## src/rtl/assert_macros.svh

```systemverilog
// assertion macros shared by the sorted set table rtl
// no dependencies; included inside module bodies
`ifndef ASSERT_MACROS_SVH
`define ASSERT_MACROS_SVH

// condition must hold at every clock edge outside reset
`define ASSERT_ALWAYS(label, clk, rst_n, cond, msg) \
    label: assert property (@(posedge clk) disable iff (!rst_n) (cond)) else $error(msg);

// antecedent in one cycle implies consequent in the same cycle
`define ASSERT_IMPL(label, clk, rst_n, ante, cons, msg) \
    label: assert property (@(posedge clk) disable iff (!rst_n) (ante) |-> (cons)) \
        else $error(msg);

// antecedent in one cycle implies consequent in the next cycle
`define ASSERT_NEXT(label, clk, rst_n, ante, cons, msg) \
    label: assert property (@(posedge clk) disable iff (!rst_n) (ante) |=> (cons)) \
        else $error(msg);

`endif

```

## src/rtl/sst_pkg.sv

```systemverilog
// types, codes and sizing constants for the sorted set table
// no dependencies; imported by every rtl module of the block
package sst_pkg;

    localparam int CAPACITY    = 256;
    localparam int VALUE_WIDTH = 32;
    localparam int CNT_W       = $clog2(CAPACITY + 1);

    typedef logic [VALUE_WIDTH-1:0] t_value;
    typedef logic [CNT_W-1:0]       t_count;

    typedef enum logic [1:0] {
        CMD_INSERT = 2'd0,
        CMD_REMOVE = 2'd1,
        CMD_FIND   = 2'd2,
        CMD_CLEAR  = 2'd3
    } t_command;

    typedef enum logic [1:0] {
        ST_DONE = 2'd0,
        ST_MISS = 2'd1,
        ST_FULL = 2'd2
    } t_status;

    typedef struct packed {
        t_command    command;
        logic [31:0] element_value;
    } t_cmd_item;

    typedef struct packed {
        t_status    status;
        logic [8:0] position;
        logic [8:0] entry_count;
    } t_result;

    // per-cycle control broadcast to every cell
    typedef struct packed {
        logic cmp;
        logic shift_up;
        logic shift_down;
    } t_cell_ctl;

    // external 32-bit value folded into the stored width
    function automatic t_value to_value(logic [31:0] x);
        logic [VALUE_WIDTH+31:0] tmp;
        tmp = {{VALUE_WIDTH{1'b0}}, x};
        return tmp[VALUE_WIDTH-1:0];
    endfunction

    // count or index folded into the 9-bit result fields
    function automatic logic [8:0] to_nine(t_count x);
        logic [CNT_W+8:0] tmp;
        tmp = {9'b0, x};
        return tmp[8:0];
    endfunction

endpackage

```

## src/rtl/sst_cell.sv

```systemverilog
// one storage cell of the sorted row: holds an entry, compares, shifts
// depends on sst_pkg
module sst_cell (
    input  logic              i_clk,
    input  sst_pkg::t_cell_ctl i_ctl,
    input  logic              i_valid,
    input  sst_pkg::t_value   i_key,
    input  logic              i_lt_left,
    input  sst_pkg::t_value   i_left_value,
    input  sst_pkg::t_value   i_right_value,
    output logic              o_lt,
    output logic              o_edge,
    output logic              o_hit,
    output sst_pkg::t_value   o_value
);
    import sst_pkg::*;

    t_value r_value;
    logic   r_lt;
    logic   r_eq;

    // first cell not below the key
    assign o_edge  = i_lt_left & ~r_lt;
    assign o_hit   = o_edge & r_eq;
    assign o_lt    = r_lt;
    assign o_value = r_value;

    always_ff @(posedge i_clk) begin
        if (i_ctl.cmp) begin
            r_lt <= i_valid && (r_value < i_key);
            r_eq <= i_valid && (r_value == i_key);
        end
    end

    always_ff @(posedge i_clk) begin
        if (i_ctl.shift_up) begin
            if (o_edge) begin
                r_value <= i_key;
            end else if (!r_lt) begin
                r_value <= i_left_value;
            end
        end else if (i_ctl.shift_down) begin
            if (!r_lt) begin
                r_value <= i_right_value;
            end
        end
    end

endmodule

```

## config.mk

```make
export PLATFORM = sky130hd
export DESIGN_NAME = sst_cell
export DESIGN_NICKNAME = d
export VERILOG_FILES = /design/src/rtl/assert_macros.svh /design/src/rtl/sst_pkg.sv /design/src/rtl/sst_cell.sv
export SDC_FILE = /design/constraint.sdc
export NUM_CORES = 1
export LEC_CHECK = 0
export BUFFER_PORTS_ARGS = -buffer_cell sky130_fd_sc_hd__buf_2
export CORE_AREA = 10 10 91 93
export CTS_CLUSTER_SIZE = 24
export DETAILED_ROUTE_END_ITERATION = 12
export DIE_AREA = 0 0 101 103
export HOLD_SLACK_MARGIN = 0.03
export PLACE_DENSITY = 0.75
export RECOVER_POWER = 100
export SKIP_LAST_GASP = 1
export SLEW_MARGIN = 0
export SYNTH_ARGS = -nofsm -noshare
export SYNTH_HDL_FRONTEND = slang
export SYNTH_SLANG_ARGS = --single-unit
```

## constraint.sdc

```tcl
create_clock -name i_clk -period 2.4 [get_ports i_clk]
set_input_delay 0.12 -clock i_clk [delete_from_list [all_inputs] [get_ports i_clk]]
set_output_delay 0.12 -clock i_clk [all_outputs]
set_load 0.01 [all_outputs]
```

Word-level counts from Yosys, hierarchy flattened. Cells that the tools add are included. W data, S select, Z words.

Word-level logic and storage cells: 19. Input port bits: 102. Register bits: 34. Output and inout port bits: 35.

Multiplexer cells: 5. Magnitude comparators: 1. Eq/ne operators: 3. Bitwise operators: 3. Reductions and logical operators: 4.

Operators with widths (number): $mux W32 (5); $eq A32 B32 Y1 (1); $lt A32 B32 Y1 (1); $ne A2 B2 Y1 const B (2); $reduce_and A3 Y1 (1); $and A1 B1 Y1 (2); $logic_and A1 B1 Y1 (2); $reduce_bool A2 Y1 (1); $not A1 Y1 (1).

Longest topological paths before layout.
Depth after elaboration: 4. Gate-level depth with buffers: 7. Gate-level depth less buffers: 7.

Worst setup path after synthesis. No wires, ideal clock.

Path kind: input port to flip-flop. From: input i_ctl[1] in the netlist's numbering. To: register r_value[0] (netlist: o_value[0]) (enable). Arrival time: 2.001 ns. Path slack: -0.022 ns. Stages on the path: 4. Required time: 1.979 ns. Buffers on the path: 2. Library setup time: 0.421 ns. Cell sequence: buf_2 > clkbuf_1 > nor2_1 > nor2_1.

Word-level cells in the longest chain between the ends: 2. Elaborated cells on any way between the ends: 3. Classes of those cells: eq/ne (1); reduce/logical (2).

RTL lines: start, declared (RTL line sst_cell.sv:5) `input sst_pkg::t_cell_ctl i_ctl,`; $ne A2 B2 Y1 (no line) or $reduce_bool A2 Y1 (tied branches); $reduce_and A3 Y1 (no line) (*); end signal, assigned (RTL line sst_cell.sv:38) `r_value <= i_key;`; end signal, assigned (RTL line sst_cell.sv:40) `r_value <= i_left_value;`; end signal, assigned (RTL line sst_cell.sv:44) `r_value <= i_right_value;`; end, declared (RTL line sst_cell.sv:18) `t_value r_value;`.

Every way passes the cells marked *; elsewhere a longest branch is shown, timed or not. A chain may end at the register's enable or synchronous reset.

Worst setup path after layout.
From: register r_value[15] (netlist: o_value[15]). To: register r_lt (netlist: o_lt) (data pin).

Word-level cells in the longest chain between the ends: 2.

RTL lines: $lt A32 B32 Y1 (RTL line sst_cell.sv:30) `r_lt <= i_valid && (r_value < i_key);`; $logic_and A1 B1 Y1 (RTL line sst_cell.sv:30); end signal, assigned (RTL line sst_cell.sv:30); end, declared (RTL line sst_cell.sv:19) `logic r_lt;`.

Every way passes these cells.

==> summary.txt <==
STATUS
--------------------------------------------------------------------------------
Status                                                                 completed

LAYOUT
--------------------------------------------------------------------------------
Net count reported at finish                                                 527
Layout overhead on the synthesized area                                    31.5%
Layout cells sized above 1                                                 0.292
Commonest cells after routing, fill and taps aside                  100 x sky130_fd_sc_hd__buf_2, 43 x sky130_fd_sc_hd__a21oi_1, 38 x sky130_fd_sc_hd__clkbuf_1
Core Util, Final                                                           0.514
Most common cell after layout, fill and taps aside                  sky130_fd_sc_hd__buf_2
Filler cells                                                                 623

MIN PATH
--------------------------------------------------------------------------------
Worst Hold Class                                                    input port to flip-flop
Number of cells traversed by the worst hold path                               1
Launch point of the worst hold path                                     i_ctl[2]
Worst min-delay path endpoint                                       r_eq$_DFFE_PP_

POWER AND IR DROP
--------------------------------------------------------------------------------
Standby leakage power                                                 0.00161 µW
Power per Cell Area                                                   519 nW/µm²
VDD IR max                                                              0.356 mV

TIMING
--------------------------------------------------------------------------------
Worst max-slew margin expressed relative to the limit                      0.400
Skew final                                                            0.00851 ns
Share of the clock period used by the worst path                           0.781
Min Tclk post-route                                                      1.87 ns
Final hold slack                                                       0.0867 ns
Setup Viol. Count Final                                                        0
Final-report hold violation count                                              0
Transition time at the pin with the least slew margin                   0.899 ns
Maximum clock frequency                                                  534 MHz
Unrepaired setup endpoints after global routing                            false
Aggregate negative setup slack                                              0 ns
Final number of max-transition violations                                      0

SETUP PATH
--------------------------------------------------------------------------------
Delay contributed by the slowest stage of the critical path              0.41 ns
Data arrival at the endpoint of the critical path                        1.90 ns
Flop-to-flop setup slack                                                 0.53 ns
Critical R2R Launch                                                 o_value[15]$_DFFE_PP_
Critical Path Start Type                                               flip-flop
Worst r2r dst                                                       o_lt$_DFFE_PP_
Largest driver fanout on the critical path                                     3
Worst path required time                                                 2.43 ns
Reg2Reg Depth                                                                  6
Critical-path top delay cell                                        sky130_fd_sc_hd__edfxtp_1
Endpoint type of the worst setup path                                  flip-flop
Cells traversed along the worst timing path                         ha_1 > nand4_2 > nor4_1 > o21ai_0 > o211ai_1 > a211oi_2
Crit Path Category                                                  flip-flop to flip-flop

ROUTING
--------------------------------------------------------------------------------
Number of vias per cell                                                     4.86
Total routed wirelength                                                  7560 µm
First-pass iteration count of the detailed router                              4
Wire per inst                                                            15.9 µm
Vias post-DR                                                                2308
Count of antenna-violating nets left after detailed routing                    0
Initial drt markers                                                           36
Final routed DRC violation total                                               0

GRT
--------------------------------------------------------------------------------
Number of global-route vias before repair                                   2547
Maximum number of pins on one net before global-route repair                  65
Wire length of the first global-routing pass                            11900 µm
Remaining global-route overflow                                                0
Overall track demand over capacity in global routing                       0.142
Number of antenna violations at the first check in global routing              1

SYNTH
--------------------------------------------------------------------------------
Post-synthesis sequential element count                                       34
Post-synth net total                                                         392
Sequential-to-total area share from yosys stat                             0.397
Cells after Synth                                                            258
Post-Synthesis Mean Instance Area                                       9.96 µm²
Count of unique library cells instantiated by Yosys                           31
Number of warnings reported in the yosys synthesis log                         0
Mapped Area                                                             2570 µm²

CLOCK TREE
--------------------------------------------------------------------------------
CTS Sinks                                                                     34
Inserted Clock Buffers                                                         5
Number of instances resized during post-cts repair                             0
Clock H-tree levels                                                            2
Total of hold buffers inserted after clock tree synthesis                      0
Root buffer cell                                                    sky130_fd_sc_hd__clkbuf_8
TritonCTS clock tree                                                       built
Worst-skew pair later-pin latency                                        0.28 ns
Post-CTS setup buffer count                                                    0
Clock slew at reported path FFs                                          0.07 ns
Bufs on Longest Clock Path                                                     2

RUN
--------------------------------------------------------------------------------
Number of max-cap violations                                                   0

FLOORPLANNING
--------------------------------------------------------------------------------
I/O pin count                                                                137
Chip width                                                                101 µm
Number of core rows                                                           30
Starting utilization of the core area                                      0.391
Die area                                                               10400 µm²
Die height                                                                103 µm
Core Region                                                             6570 µm²

PLACE
--------------------------------------------------------------------------------
Port buffer count                                                            136
HPWL after detailed placement                                            6290 µm
Routability congestion estimate                                            0.838

synth_stat cells:
library cell	number	area (µm²)
sky130_fd_sc_hd__nand4b_1	1	8.76
sky130_fd_sc_hd__o21a_1	2	15.0
sky130_fd_sc_hd__a2bb2oi_1	1	8.76
sky130_fd_sc_hd__nor2_1	37	139
sky130_fd_sc_hd__o211ai_1	1	7.51
sky130_fd_sc_hd__nor4_2	2	25.0
sky130_fd_sc_hd__and2_1	1	6.26
sky130_fd_sc_hd__o21ai_0	1	5.00
sky130_fd_sc_hd__buf_8	3	45.0
sky130_fd_sc_hd__nor2b_1	2	12.5
sky130_fd_sc_hd__buf_2	1	5.00
sky130_fd_sc_hd__nand3_1	1	5.00
sky130_fd_sc_hd__inv_1	32	120
sky130_fd_sc_hd__a211oi_1	1	7.51
sky130_fd_sc_hd__o211a_1	1	10.0
sky130_fd_sc_hd__a211oi_2	1	12.5
sky130_fd_sc_hd__nor4_1	2	12.5
sky130_fd_sc_hd__nand4_1	5	31.3
sky130_fd_sc_hd__nand4_2	2	25.0
sky130_fd_sc_hd__mux2i_1	32	320
sky130_fd_sc_hd__nor2b_4	1	13.8
sky130_fd_sc_hd__buf_4	1	7.51
sky130_fd_sc_hd__o21ai_1	2	10.0
sky130_fd_sc_hd__ha_1	32	400
sky130_fd_sc_hd__nand2_1	6	22.5
sky130_fd_sc_hd__edfxtp_1	34	1020
sky130_fd_sc_hd__a21o_1	3	22.5
sky130_fd_sc_hd__clkbuf_1	5	18.8
sky130_fd_sc_hd__a21oi_1	43	215
sky130_fd_sc_hd__buf_1	1	3.75
sky130_fd_sc_hd__o221a_1	1	11.3
critical path: cells and delay by family, from the launching register on:
kind	cells	cell delay, ns
flip-flops	1	0.41
AO/OA/AOI/OAI	3	0.41
adder cells (fa/ha/maj)	1	0.34
AND/OR/NAND/NOR	2	0.47
metrics by stage:
step	power, µW	worst slack [ns]	cells	cell area, µm²
global placement	1250	0.646	466	3330
detailed placement	1270	0.570	466	3330
finish	1750	0.526	475	3380
floorplan	1060	0.498	258	2570
global route	1870	0.331	475	3380
CTS	1800	0.580	474	3440
kinds of logic (layout without fill, tap and decap cells):
| group | count (synthesis) | count (layout) | synth area share |
|---|---|---|---|
| compound gates | 57 | 57 | 0.127 |
| fa+ha+maj | 32 | 32 | 0.156 |
| buf+inv | 43 | 179 | 0.0779 |
| flops | 34 | 34 | 0.397 |
| mux | 32 | 32 | 0.125 |
| other cells | 0 | 1 | 0 |
| simple gates | 60 | 60 | 0.117 |
how the worst max path moves through the flow:
stage | to | start
after detailed placement | o_lt$_DFFE_PP_ | o_value[15]$_DFFE_PP_
after floorplan | o_value[0]$_DFFE_PP_ | i_ctl[1]
final | o_lt$_DFFE_PP_ | o_value[15]$_DFFE_PP_
after CTS | o_lt$_DFFE_PP_ | o_value[15]$_DFFE_PP_
after global routing | o_lt$_DFFE_PP_ | o_value[15]$_DFFE_PP_
after global placement | o_lt$_DFFE_PP_ | o_value[14]$_DFFE_PP_
area by class of cell:
class,instances,area [µm²],area share
timing repair buffer,139,683,0.202
tap,80,100,0.0296
clock inverter,1,30.0,0.00889
inverter,32,120,0.0356
multi-input combinational,181,1340,0.398
sequential,34,1020,0.302
antenna,1,2.50,0.000741
clock buffer,7,76.3,0.0226
layer usage:
metal  routed length (µm)  track usage  part of all wire  up-vias
met1                 2910        0.152              0.38     1029
met5                    0            0                 0        -
met4                  109       0.0472             0.014        0
met3                  423       0.0349             0.056       10
met2                 4120        0.264              0.54       64
li1                     -            -                 -     1205
sequential cells by signal (all words and copies together) (netlist names):
signal / count
o_lt: 1
o_value: 32
r_eq: 1
power by group:
part	internal [µW]	total [µW]	switching (µW)	leakage (µW)
logic	220	482	262	0.00123
clock network	311	520	209	0.0000525
registers	724	751	26.9	0.000326
Power figures use the tool's default switching activity.
