## src/rtl/assert_macros.svh

```systemverilog
// assertion macros shared by the sorted set table rtl
// no dependencies; included inside module bodies
`ifndef ASSERT_MACROS_SVH
`define ASSERT_MACROS_SVH

// condition must hold at every clock edge outside reset
`define ASSERT_ALWAYS(label, clk, rst_n, cond, msg) \
    label: assert property (@(posedge clk) disable iff (!rst_n) (cond)) else $error(msg);

// antecedent in one cycle implies consequent in the same cycle
`define ASSERT_IMPL(label, clk, rst_n, ante, cons, msg) \
    label: assert property (@(posedge clk) disable iff (!rst_n) (ante) |-> (cons)) \
        else $error(msg);

// antecedent in one cycle implies consequent in the next cycle
`define ASSERT_NEXT(label, clk, rst_n, ante, cons, msg) \
    label: assert property (@(posedge clk) disable iff (!rst_n) (ante) |=> (cons)) \
        else $error(msg);

`endif

```

## src/rtl/sst_pkg.sv

```systemverilog
// types, codes and sizing constants for the sorted set table
// no dependencies; imported by every rtl module of the block
package sst_pkg;

    localparam int CAPACITY    = 256;
    localparam int VALUE_WIDTH = 32;
    localparam int CNT_W       = $clog2(CAPACITY + 1);

    typedef logic [VALUE_WIDTH-1:0] t_value;
    typedef logic [CNT_W-1:0]       t_count;

    typedef enum logic [1:0] {
        CMD_INSERT = 2'd0,
        CMD_REMOVE = 2'd1,
        CMD_FIND   = 2'd2,
        CMD_CLEAR  = 2'd3
    } t_command;

    typedef enum logic [1:0] {
        ST_DONE = 2'd0,
        ST_MISS = 2'd1,
        ST_FULL = 2'd2
    } t_status;

    typedef struct packed {
        t_command    command;
        logic [31:0] element_value;
    } t_cmd_item;

    typedef struct packed {
        t_status    status;
        logic [8:0] position;
        logic [8:0] entry_count;
    } t_result;

    // per-cycle control broadcast to every cell
    typedef struct packed {
        logic cmp;
        logic shift_up;
        logic shift_down;
    } t_cell_ctl;

    // external 32-bit value folded into the stored width
    function automatic t_value to_value(logic [31:0] x);
        logic [VALUE_WIDTH+31:0] tmp;
        tmp = {{VALUE_WIDTH{1'b0}}, x};
        return tmp[VALUE_WIDTH-1:0];
    endfunction

    // count or index folded into the 9-bit result fields
    function automatic logic [8:0] to_nine(t_count x);
        logic [CNT_W+8:0] tmp;
        tmp = {9'b0, x};
        return tmp[8:0];
    endfunction

endpackage

```

## src/rtl/sst_pos_encoder.sv

```systemverilog
// turns the one-hot boundary flags of the cell row into a position
// depends on sst_pkg
module sst_pos_encoder (
    input  logic [sst_pkg::CAPACITY:0]   i_edge,
    input  logic [sst_pkg::CAPACITY-1:0] i_hit,
    output sst_pkg::t_count              o_pos,
    output logic                         o_held
);
    import sst_pkg::*;

    always_comb begin
        o_pos = '0;
        for (int i = 0; i <= CAPACITY; i++) begin
            if (i_edge[i]) begin
                o_pos = o_pos | CNT_W'(i);
            end
        end
    end

    assign o_held = |i_hit;

endmodule

```

## config.mk

```make
export PLATFORM = sky130hd
export DESIGN_NAME = sst_pos_encoder
export DESIGN_NICKNAME = d
export VERILOG_FILES = /design/src/rtl/assert_macros.svh /design/src/rtl/sst_pkg.sv /design/src/rtl/sst_pos_encoder.sv
export SDC_FILE = /design/constraint.sdc
export NUM_CORES = 1
export LEC_CHECK = 0
export ABC_AREA = 1
export BUFFER_PORTS_ARGS = -buffer_cell sky130_fd_sc_hd__buf_2
export CELL_PAD_IN_SITES_DETAIL_PLACEMENT = 0
export CELL_PAD_IN_SITES_GLOBAL_PLACEMENT = 1
export CORE_AREA = 2 2 200 202
export DETAILED_ROUTE_END_ITERATION = 8
export DIE_AREA = 0 0 202 204
export PLACE_DENSITY = 0.57
export SETUP_SLACK_MARGIN = 0.4
export SLEW_MARGIN = 20
export SYNTH_ARGS = -nofsm -noshare
export SYNTH_HDL_FRONTEND = slang
export SYNTH_SLANG_ARGS = --single-unit
```

## constraint.sdc

```tcl
create_clock -name vclk -period 1.6
set_input_delay 0.16 -clock vclk [all_inputs]
set_output_delay 0.16 -clock vclk [all_outputs]
set_load 0.005 [all_outputs]
```

# == After elaboration in Yosys (flattened, before gate mapping) ==
# Cells that the tools add are included.
# totals
mem_bits_rw,0
in_bits,513
elab_cells,257
latch_bits,0
n_memories,0
reg_bits,0
out_inout_bits,10
rom_bits,0
# classes
n_shift,0
bitwise_logic,0
add_sub_neg,0
magnitude_cmp,0
n_eq_ne,0
mul,0
n_mux,256
div,0
reduce_logical,1
# ops
operator,n
two-way mux 8 bit,128
two-way mux 7 bit,64
OR reduction 256 bit,1
two-way mux 6 bit,32
two-way mux 5 bit,16
two-way mux 4 bit,8
two-way mux 3 bit,4
two-way mux 9 bit,1
two-way mux 2 bit,2
two-way mux 1 bit,1

# == Depth between registers and ports, before layout ==
# Gate-level depths: netlist of run 1.
# depth
word_depth,256
ltp_mapped,8
mapped_depth_nobuf,8

# == Worst setup path before layout of run 1 ==
# OpenSTA, ideal clock, no wires.
# synth_path
path_type,input-to-output
startpoint,in i_edge[157] (netlist name)
endpoint,out o_pos[3]
cell_stages,7
t_arrival_ps,856
required_time_ps,1440
slack_ps,584
path_buffers,0
cell_sequence,or2_4 nor2_4 nand2_2 nor2_1 nand2_1 nor2_1 nand2_1
# synth_between
elab_chain_cells,100
# synth_rtl
item,line_no,rtl
"start, declared",sst_pos_encoder.sv:4,"input logic [sst_pkg::CAPACITY:0] i_edge,"
two-way mux 8 bit (99 in a row),sst_pos_encoder.sv:14,if (i_edge[i]) begin
two-way mux 9 bit,sst_pos_encoder.sv:14,
"end, declared",sst_pos_encoder.sv:6,"output sst_pkg::t_count o_pos,"
# No other way between the ends.

# == Worst setup path in the final report of run 1 ==
# layout_path
startpoint,in i_edge[205] (netlist name)
endpoint,out o_pos[0]
# layout_between
elab_chain_cells,52
# layout_rtl
item,line_no
two-way mux 8 bit (51 in a row),sst_pos_encoder.sv:14
two-way mux 9 bit,sst_pos_encoder.sv:14
# No other way between the ends.

==> impl_metrics.csv, run 1 <==
group,metric,value,unit
logic_synthesis,seq_area_frac_synth,0,
placement,placed_cell_area,0.00654,sq mm
setup_path,slowest_stage,"nor3_4",
timing,min_period,1.52,ns
power,p_sw,0.000644,W
global_routing,gr-usage-met2,0.219,
setup_path,max_stage_delay,0.24,ns
timing,fin_tns_setup,0,ns
finish,fill_cells,4663,
setup_path,criticalPathCategory,"in2out",
routing,vias_per_cell,3.64,
timing,report.final.slew_viol_count,0,
setup_path,start_kind,"input pin",
die,die_w,202,microns
setup_path,path_cells,"buf_8 -> inv_4 -> nand2_4 -> nor3_4 -> buf_6 -> nand2_2 -> nor2_1 -> nand2_1 -> nor2_1 -> nand2_1 -> buf_2",
power,p_int,0.000669,W
power,peakVddDrop,0.0616,mV
power,swShare,0.490,
timing,relSlewSlack,0.820,
min_path,worstHoldEndpoint,"o_pos[8]",
power,pwr_density_cell,182,mW/mm^2
finish,drive_gt1_frac,0.539,
global_routing,grt_max_degree,4,
logic_synthesis,synth_area_per_cell,4.12,sq um
setup_path,required,1.44,ns
logic_synthesis,synthesis.nets,1249,
finish,seq_cell_count,0,
setup_path,end_kind,"primary output",
flow_run,max-cap-violations,0,
finish,seq_area,0,sq um
timing,worst_pin_slew,0.268,ns
timing,rsz0062_at_grt,"true",
placement,preCtsSetupSlack,-0.00869,ns
global_routing,grt.met1_usage,0.203,
min_path,holdPathStages,0,
power,power_frac_comb,1.000,
timing,setup_ws,0.0822,ns
routing,vias,6647,
routing,route.antenna.remaining_nets,0,
run_status,status,"finished, final reports clean",
logic_synthesis,synthesis.instances,736,
global_routing,top_usage_layer,"met2",
logic_synthesis,yosysWarnings,0,
global_routing,track_usage,0.138,
logic_synthesis,synthTopCellsByArea,"nor2_1, nand2_1, nand4_1",
logic_synthesis,synth_area,0.00304,sq mm
power,p_leak,3.47,nW
global_routing,antenna_found_initial,4,
die,coreArea,0.0392,sq mm
die,io_pins,523,
finish,nets,1810,
placement,io_buffers,520,
logic_synthesis,synth_area_leader_cell,"nor2_1",
power,clockPowerShare,0,
finish,fin_cells,1825,
die,design.die.area,0.0412,sq mm
timing,fmax,659,MHz
die,die_h,204,microns
setup_path,worstPathArrival,1.36,ns
finish,syn_to_final_growth,138,%
routing,drt_wl_total,30.9,mm
die,initial_core_util,0.0775,
finish,nClkBuffers,0,
routing,wl_per_cell,16.9,microns
global_routing,overflow,0,
finish,final_area,0.00723,sq mm
power,pwr-share-seq,0,
timing,finalSetupViolCount,0,
logic_synthesis,yosysUniqueCellTypes,17,
global_routing,grt_util_met3,0.0174,
min_path,hold_path.startpoint,"i_edge[256]",
timing,fin_worst_hold_slack,0.320,ns
routing,drt_iter0_drc,335,
global_routing,grt_pass1_vias,6832,
min_path,min_path_type,"in2out",
logic_synthesis,yosysTopAreaCellShare,0.516,
placement,place_inst,1814,
timing,period_share,0.949,
placement,gp_congestion,0.924,
routing,drc,0,
timing,final_hold_viol_count,0,
die,std_cell_rows,73,
placement,detailed_place_hpwl,29.2,mm
routing,dr.pass1.iters,4,
setup_path,crit_fanout,2,
global_routing,grt_pass1_wl,42.5,mm
-- power by group through the flow --
| stage | Sequential, W | Clock, W | Combinational [W] |
|---|---|---|---|
| 6_report | 0 | 0.000000000385 | 0.00131 |
| 5_1_grt | 0 | 0.000000000335 | 0.00144 |
| 4_1_cts | 0 | 0 | 0.00124 |
| 3_5_place_dp | 0 | 0 | 0.00118 |
| 3_3_place_gp | 0 | 0 | 0.00118 |
| 2_1_floorplan | 0 | 0 | 0.000279 |
-- worst max-delay path: cells and delay by family --
family,cells,cell delay [ns]
and+or+nand+nor,7,0.72
buffers and inverters,4,0.47
-- metrics by stage --
step | total power, W | utilization
CTS | 0.00124 | 0.175
floorplan | 0.000279 | -
global placement | 0.00118 | 0.167
finish | 0.00131 | 0.185
detailed placement | 0.00118 | 0.167
global route | 0.00144 | 0.184
-- layout make-up --
type	instances	area (sq um)	share of cell area
repair buffers	560	3040	0.420
multi-input cells	694	3360	0.464
inverters	41	164	0.0227
diodes	5	12.5	0.00173
well taps	525	657	0.0908
-- cells in the mapped netlist --
cell       n
and2_0     3
and2_1     7
buf_4      1
inv_1     37
inv_2      4
nand2_1  172
nand2_2    1
nand3_1   11
nand4_1   47
nor2_1   417
nor2_2     4
nor2_4     1
nor3_1    16
nor3_2     7
nor3b_1    3
or2_1      3
or2_4      2
-- layer usage --
| metal | vias to the layer above | share of wire |
|---|---|---|
| met3 | 28 | 0.055 |
| met1 | 2940 | 0.48 |
| met4 | 0 | 0.012 |
| met2 | 250 | 0.45 |
| li1 | 3429 | - |
| met5 | - | 0 |
-- cell usage in the layout, fill, tap and decap left out --
cell type / count
nand3_1: 9
inv_4: 4
nand2_4: 8
buf_2: 503
or2_1: 1
nor3_4: 9
nand2_1: 142
and2_1: 6
or2_4: 4
buf_8: 2
buf_4: 34
nor2_2: 49
nand2_2: 23
and2_4: 1
nor3_1: 2
inv_1: 28
nor2_1: 359
nor2_4: 14
inv_2: 9
buf_6: 21
nor3b_2: 3
and2_0: 3
nand4_1: 47
nor3_2: 12
diode_2: 5
nand3_2: 2
-- cell families (layout without fill, tap and decap cells) --
family,count (synthesis),after routing,share of synthesized area
buf+inv,42,601,0.0532
other cells,0,5,0
simple gates,694,694,0.947
-- worst max path at each step --
stage                           start        to  slack [ns]  depth (start not counted)
after CTS                 i_edge[203]  o_pos[0]         0.1                         10
after global routing      i_edge[205]  o_pos[0]        0.04                         11
after detailed placement  i_edge[220]  o_pos[4]      -0.009                         12
final                     i_edge[205]  o_pos[0]        0.08                         11
after floorplan           i_edge[157]  o_pos[3]        0.58                          7
after global placement    i_edge[220]  o_pos[4]       -0.04                         12
-- what timing repair did --
action / 4_1_cts / 5_1_grt
resized for setup: 82 / 101
hold buffers: 0 / 0
endpoints found under the setup margin: 9 / 9
hold endpoints to repair: 0 / 0
buffers inserted: 4 / 2
cloned: 0 / 0
pin swaps: 39 / 48
No activity file was read; power rests on OpenSTA's default activity.
==> inputs of run 2 (changes only) <==
--- a/config.mk
+++ b/config.mk
@@ -14,7 +14,6 @@
 export DIE_AREA = 0 0 202 204
 export PLACE_DENSITY = 0.57
 export SETUP_SLACK_MARGIN = 0.4
-export SLEW_MARGIN = 20
 export SYNTH_ARGS = -nofsm -noshare
 export SYNTH_HDL_FRONTEND = slang
 export SYNTH_SLANG_ARGS = --single-unit
==> constraint.sdc (replaced) <==
create_clock -name vclk -period 1.8
set_input_delay 0.18 -clock vclk [all_inputs]
set_output_delay 0.18 -clock vclk [all_outputs]
set_load 0.005 [all_outputs]
==> impl_metrics.csv, run 2 (synthesis results as in run 1) <==
group,metric,value,unit
routing,vias,6693,
finish,postLayoutCoreUtil,0.188,
finish,nClkBuffers,0,
setup_path,crit_fanout,2,
finish,seq_cell_count,0,
timing,fin_tns_setup,0,ns
setup_path,path_buf_inv,5,
setup_path,worstPathArrival,1.34,ns
finish,drive_gt1_frac,0.567,
finish,layout_commonest_cell,"buf_2",
global_routing,grt_pass1_wl,41.4,mm
finish,seq_area,0,sq um
die,design.die.area,0.0412,sq mm
die,initial_core_util,0.0775,
routing,wl_per_cell,16.8,microns
timing,report.final.slew_viol_count,0,
die,coreArea,0.0392,sq mm
power,pwr_density_cell,164,mW/mm^2
routing,dr.pass1.iters,5,
placement,gp_congestion,0.930,
timing,finalSetupViolCount,0,
cts,cts_hold_buf,0,
timing,worst_pin_slew,0.294,ns
setup_path,cp_top_family,"simple AND/OR/NAND/NOR gates",
timing,setup_ws,0.276,ns
global_routing,track_usage,0.136,
setup_path,start_kind,"input pin",
timing,relSlewSlack,0.803,
power,peakVddDrop,0.0553,mV
setup_path,path_cells,"buf_8 -> inv_2 -> nand2_2 -> nor3_2 -> buf_4 -> buf_12 -> nand2_4 -> nor2_1 -> nand2_1 -> nor2_1 -> nand2_1 -> buf_2",
setup_path,criticalPathCategory,"in2out",
routing,drc,0,
routing,route.antenna.remaining_nets,0,
finish,fill_cells,4645,
run_status,status,"finished, final reports clean",
global_routing,overflow,0,
finish,final_area,0.00735,sq mm
routing,drt_wl_total,30.4,mm
global_routing,antenna_found_initial,2,
setup_path,slowest_stage,"nor3_2",
setup_path,max_stage_delay,0.19,ns
die,io_pins,523,
finish,layout_common_cells,"buf_2, nor2_1, nand2_1",
power,p_total,0.00121,W
min_path,min_path_type,"in2out",
die,die_h,204,microns
timing,rsz0062_at_grt,"true",
timing,min_period,1.52,ns
global_routing,grt_max_degree,4,
routing,vias_per_cell,3.71,
power,p_leak,3.36,nW
placement,preCtsSetupSlack,0.115,ns
timing,final_hold_viol_count,0,
placement,detailed_place_hpwl,28.9,mm
setup_path,required,1.62,ns
finish,nets,1792,
finish,syn_to_final_growth,142,%
die,std_cell_rows,73,
timing,period_share,0.847,
die,die_w,202,microns
timing,fmax,656,MHz
setup_path,end_kind,"primary output",
placement,placed_cell_area,0.00639,sq mm
flow_run,max-cap-violations,0,
routing,drt_iter0_drc,378,
global_routing,grt_pass1_vias,6661,
placement,io_buffers,520,
## run 2: repair_timing
action,4_1_cts,5_1_grt
endpoints found under the setup margin,9,9
buffers inserted,2,6
resized for setup,100,162
pin swaps,57,89
## run 2: final cells by class
| type | count | area, sq um | area share |
|---|---|---|---|
| multi-input combinational | 694 | 3490 | 0.476 |
| timing repair buffer | 542 | 3020 | 0.411 |
| tap | 525 | 657 | 0.0894 |
| inverter | 41 | 169 | 0.0230 |
| antenna | 4 | 10.0 | 0.00136 |
## run 2: metal layers
metal  routed length (microns)  up-vias  GRT usage
li1                          -     3397          -
met1                     14600     3012      0.200
met2                     13600      258      0.213
met3                      1730       26     0.0182
met4                       459        0     0.0184
met5                         0        -          0
## run 2: stage by stage
step	hold WS (ns)	instances
after floorplan	0.441	736
after detailed placement	0.360	1794
final	0.360	1806
after global routing	0.360	1804
after CTS	0.360	1796
after global placement	0.360	1794
## run 2: final timing paths
path,start,endpoint,slack (ns),cells after the start
setup / recovery,i_edge[220],o_pos[2],0.28,12
hold / removal,i_edge[256],o_pos[8],0.36,0
## run 2: report_power, final
| group | internal, W | leakage [nW] | switching, W |
|---|---|---|---|
| combinational | 0.000615 | 3.36 | 0.000593 |
| clock | 0.000000000298 | 0.0000254 | 0 |
| sequential | 0 | 0 | 0 |
| total | 0.000615 | 3.36 | 0.000593 |
==> inputs of run 3 (changes only) <==
--- a/config.mk
+++ b/config.mk
@@ -5,14 +5,14 @@
 export SDC_FILE = /design/constraint.sdc
 export NUM_CORES = 1
 export LEC_CHECK = 0
-export ABC_AREA = 1
+export ABC_AREA = 0
 export BUFFER_PORTS_ARGS = -buffer_cell sky130_fd_sc_hd__buf_2
 export CELL_PAD_IN_SITES_DETAIL_PLACEMENT = 0
 export CELL_PAD_IN_SITES_GLOBAL_PLACEMENT = 1
-export CORE_AREA = 2 2 200 202
+export CORE_AREA = 2 2 204 206
 export DETAILED_ROUTE_END_ITERATION = 8
-export DIE_AREA = 0 0 202 204
-export PLACE_DENSITY = 0.57
+export DIE_AREA = 0 0 206 208
+export PLACE_DENSITY = 0.52
 export SETUP_SLACK_MARGIN = 0.4
 export SYNTH_ARGS = -nofsm -noshare
 export SYNTH_HDL_FRONTEND = slang
==> constraint.sdc (replaced) <==
create_clock -name vclk -period 1.4
set_input_delay 0.14 -clock vclk [all_inputs]
set_output_delay 0.14 -clock vclk [all_outputs]
set_load 0.005 [all_outputs]
==> impl_metrics.csv, run 3 <==
group,metric,value,unit
run_status,status,"complete, but fails checks",
run_status,violations,"setup timing",
finish,nets,1477,
flow_run,max-cap-violations,0,
logic_synthesis,synthesis.instances,295,
routing,dr.pass1.iters,5,
logic_synthesis,synth_top_family_by_area,"simple AND/OR/NAND/NOR gates",
placement,detailed_place_hpwl,31.4,mm
finish,nClkBuffers,0,
finish,layout_commonest_cell,"buf_2",
logic_synthesis,synthTopCellsByArea,"nor4_1, nand4_1, nand3_1",
routing,vias_per_cell,3.86,
die,die_h,208,microns
die,die_w,206,microns
logic_synthesis,synthMuxAreaShare,0,
logic_synthesis,synth-simple-area-share,0.996,
die,std_cell_rows,74,
timing,min_period,1.82,ns
power,p_total,0.00164,W
setup_path,required,1.26,ns
logic_synthesis,synth_area,0.00177,sq mm
global_routing,grt_max_degree,4,
die,design.die.area,0.0428,sq mm
setup_path,criticalPathCategory,"in2out",
routing,wl_per_cell,22.3,microns
global_routing,antenna_found_initial,8,
min_path,min_path_type,"in2out",
logic_synthesis,synth_common_cells,"nor4_1, nand4_1, nor2_1",
logic_synthesis,yosysUniqueCellTypes,10,
finish,layout_common_cells,"buf_2, buf_4, nor4_1",
global_routing,track_usage,0.145,
power,peakVddDrop,0.0941,mV
logic_synthesis,synth-compound-area-share,0,
global_routing,grt_pass1_wl,44.0,mm
routing,drt_wl_total,33.3,mm
timing,fin_tns_setup,-3.19,ns
timing,rsz0062_at_grt,"true",
timing,final_hold_viol_count,0,
finish,drive_gt1_frac,0.802,
placement,gp_congestion,0.953,
setup_path,end_kind,"primary output",
cts,cts_hold_buf,0,
routing,drc,0,
timing,setup_ws,-0.418,ns
placement,placed_cell_area,0.00642,sq mm
routing,route.antenna.remaining_nets,0,
global_routing,overflow,0,
routing,drt_iter0_drc,297,
power,pwr_density_cell,221,mW/mm^2
die,initial_core_util,0.0435,
logic_synthesis,synthesis.nets,808,
die,io_pins,523,
placement,io_buffers,520,
timing,worst_pin_slew,0.416,ns
logic_synthesis,synth_area_per_cell,5.98,sq um
timing,relSlewSlack,0.720,
logic_synthesis,yosysTopAreaCellShare,0.631,
setup_path,crit_fanout,1,
timing,fmax,550,MHz
finish,seq_cell_count,0,
timing,period_share,1.30,
routing,vias,5771,
timing,report.final.slew_viol_count,0,
finish,syn_to_final_growth,319,%
setup_path,start_kind,"input pin",
logic_synthesis,seq_area_frac_synth,0,
setup_path,worstPathArrival,1.68,ns
logic_synthesis,synth_area_leader_cell,"nor4_1",
logic_synthesis,synthAdderAreaFrac,0,
timing,finalSetupViolCount,9,
global_routing,grt_pass1_vias,6108,
power,p_leak,3.19,nW
finish,seq_area,0,sq um
logic_synthesis,synth_most_common_cell,"nor4_1",
logic_synthesis,yosys.area_share.xor_xnor,0,
logic_synthesis,yosysWarnings,0,
finish,final_area,0.00740,sq mm
die,coreArea,0.0406,sq mm
==> run 3: cell count changes in the layout (fill, tap and decap cells not counted), sizes merged <==
cell and change:
and2 -10, buf +126, diode -1, inv -41, nand2 -158, nand3 +6, nand4 -6, nand4b +3
nor2 -404, nor3 -8, nor3b -3, nor4 +183, or2 -5, or4 +2
==> run 3: through the flow <==
stage,instances,hold slack (ns),worst slack (ns),util
finish,1497,0.280,-0.418,0.183
detailed placement,1482,0.280,-0.684,0.158
global placement,1482,0.280,-0.740,0.158
global route,1497,0.280,-0.432,0.183
floorplan,295,0.361,0.176,-
CTS,1491,0.280,-0.349,0.178
==> run 3: timing repair <==
| action | in CTS | in global routing |
|---|---|---|
| gates resized for setup | 111 | 33 |
| pin swaps | 38 | 25 |
| endpoints found under the setup margin | 9 | 9 |
| buffers inserted | 9 | 3 |
| hold endpoints to repair | 0 | 0 |
==> run 3: metal layers <==
layer	GRT usage	wire, microns	vias to the layer above
met1	0.214	15600	2784
met5	0	57	-
met4	0.00591	212	10
met3	0.0371	2750	24
met2	0.219	14700	226
li1	-	-	2727
==> run 3: cells by family (layout without fill, tap and decap cells) <==
logic type             count (synthesis)  in the layout
other                                  0              3
buffers and inverters                  1            668
and+or+nand+nor                      294            294
==> run 3: cell type report <==
class                           count  area, sq um
Antenna cell                        3         7.51
Tap cell                          532          666
Multi-Input combinational cell    294         2790
Fill cell                        4732        33100
Timing Repair Buffer              668         3940
==> run 3: final timing paths <==
check	from	endpoint	slack, ns	depth (start not counted)
setup / recovery	i_hit[13]	o_held	-0.42	7
hold / removal	i_edge[256]	o_pos[8]	0.28	0
==> run 3: critical path, stage by stage <==
cell,delay [ns]
buf_6,0.10
nor4_4,0.43
nand4_1,0.36
nor4_2,0.27
buf_4,0.16
nand4_1,0.06
buf_2,0.16
==> run 3: power by group <==
part / internal [W] / switching (W) / leakage [nW]
sequential: 0 / 0 / 0
combinational: 0.000854 / 0.000784 / 3.19
clock: 0.000000000288 / 0 / 0.0000190
total: 0.000854 / 0.000784 / 3.19
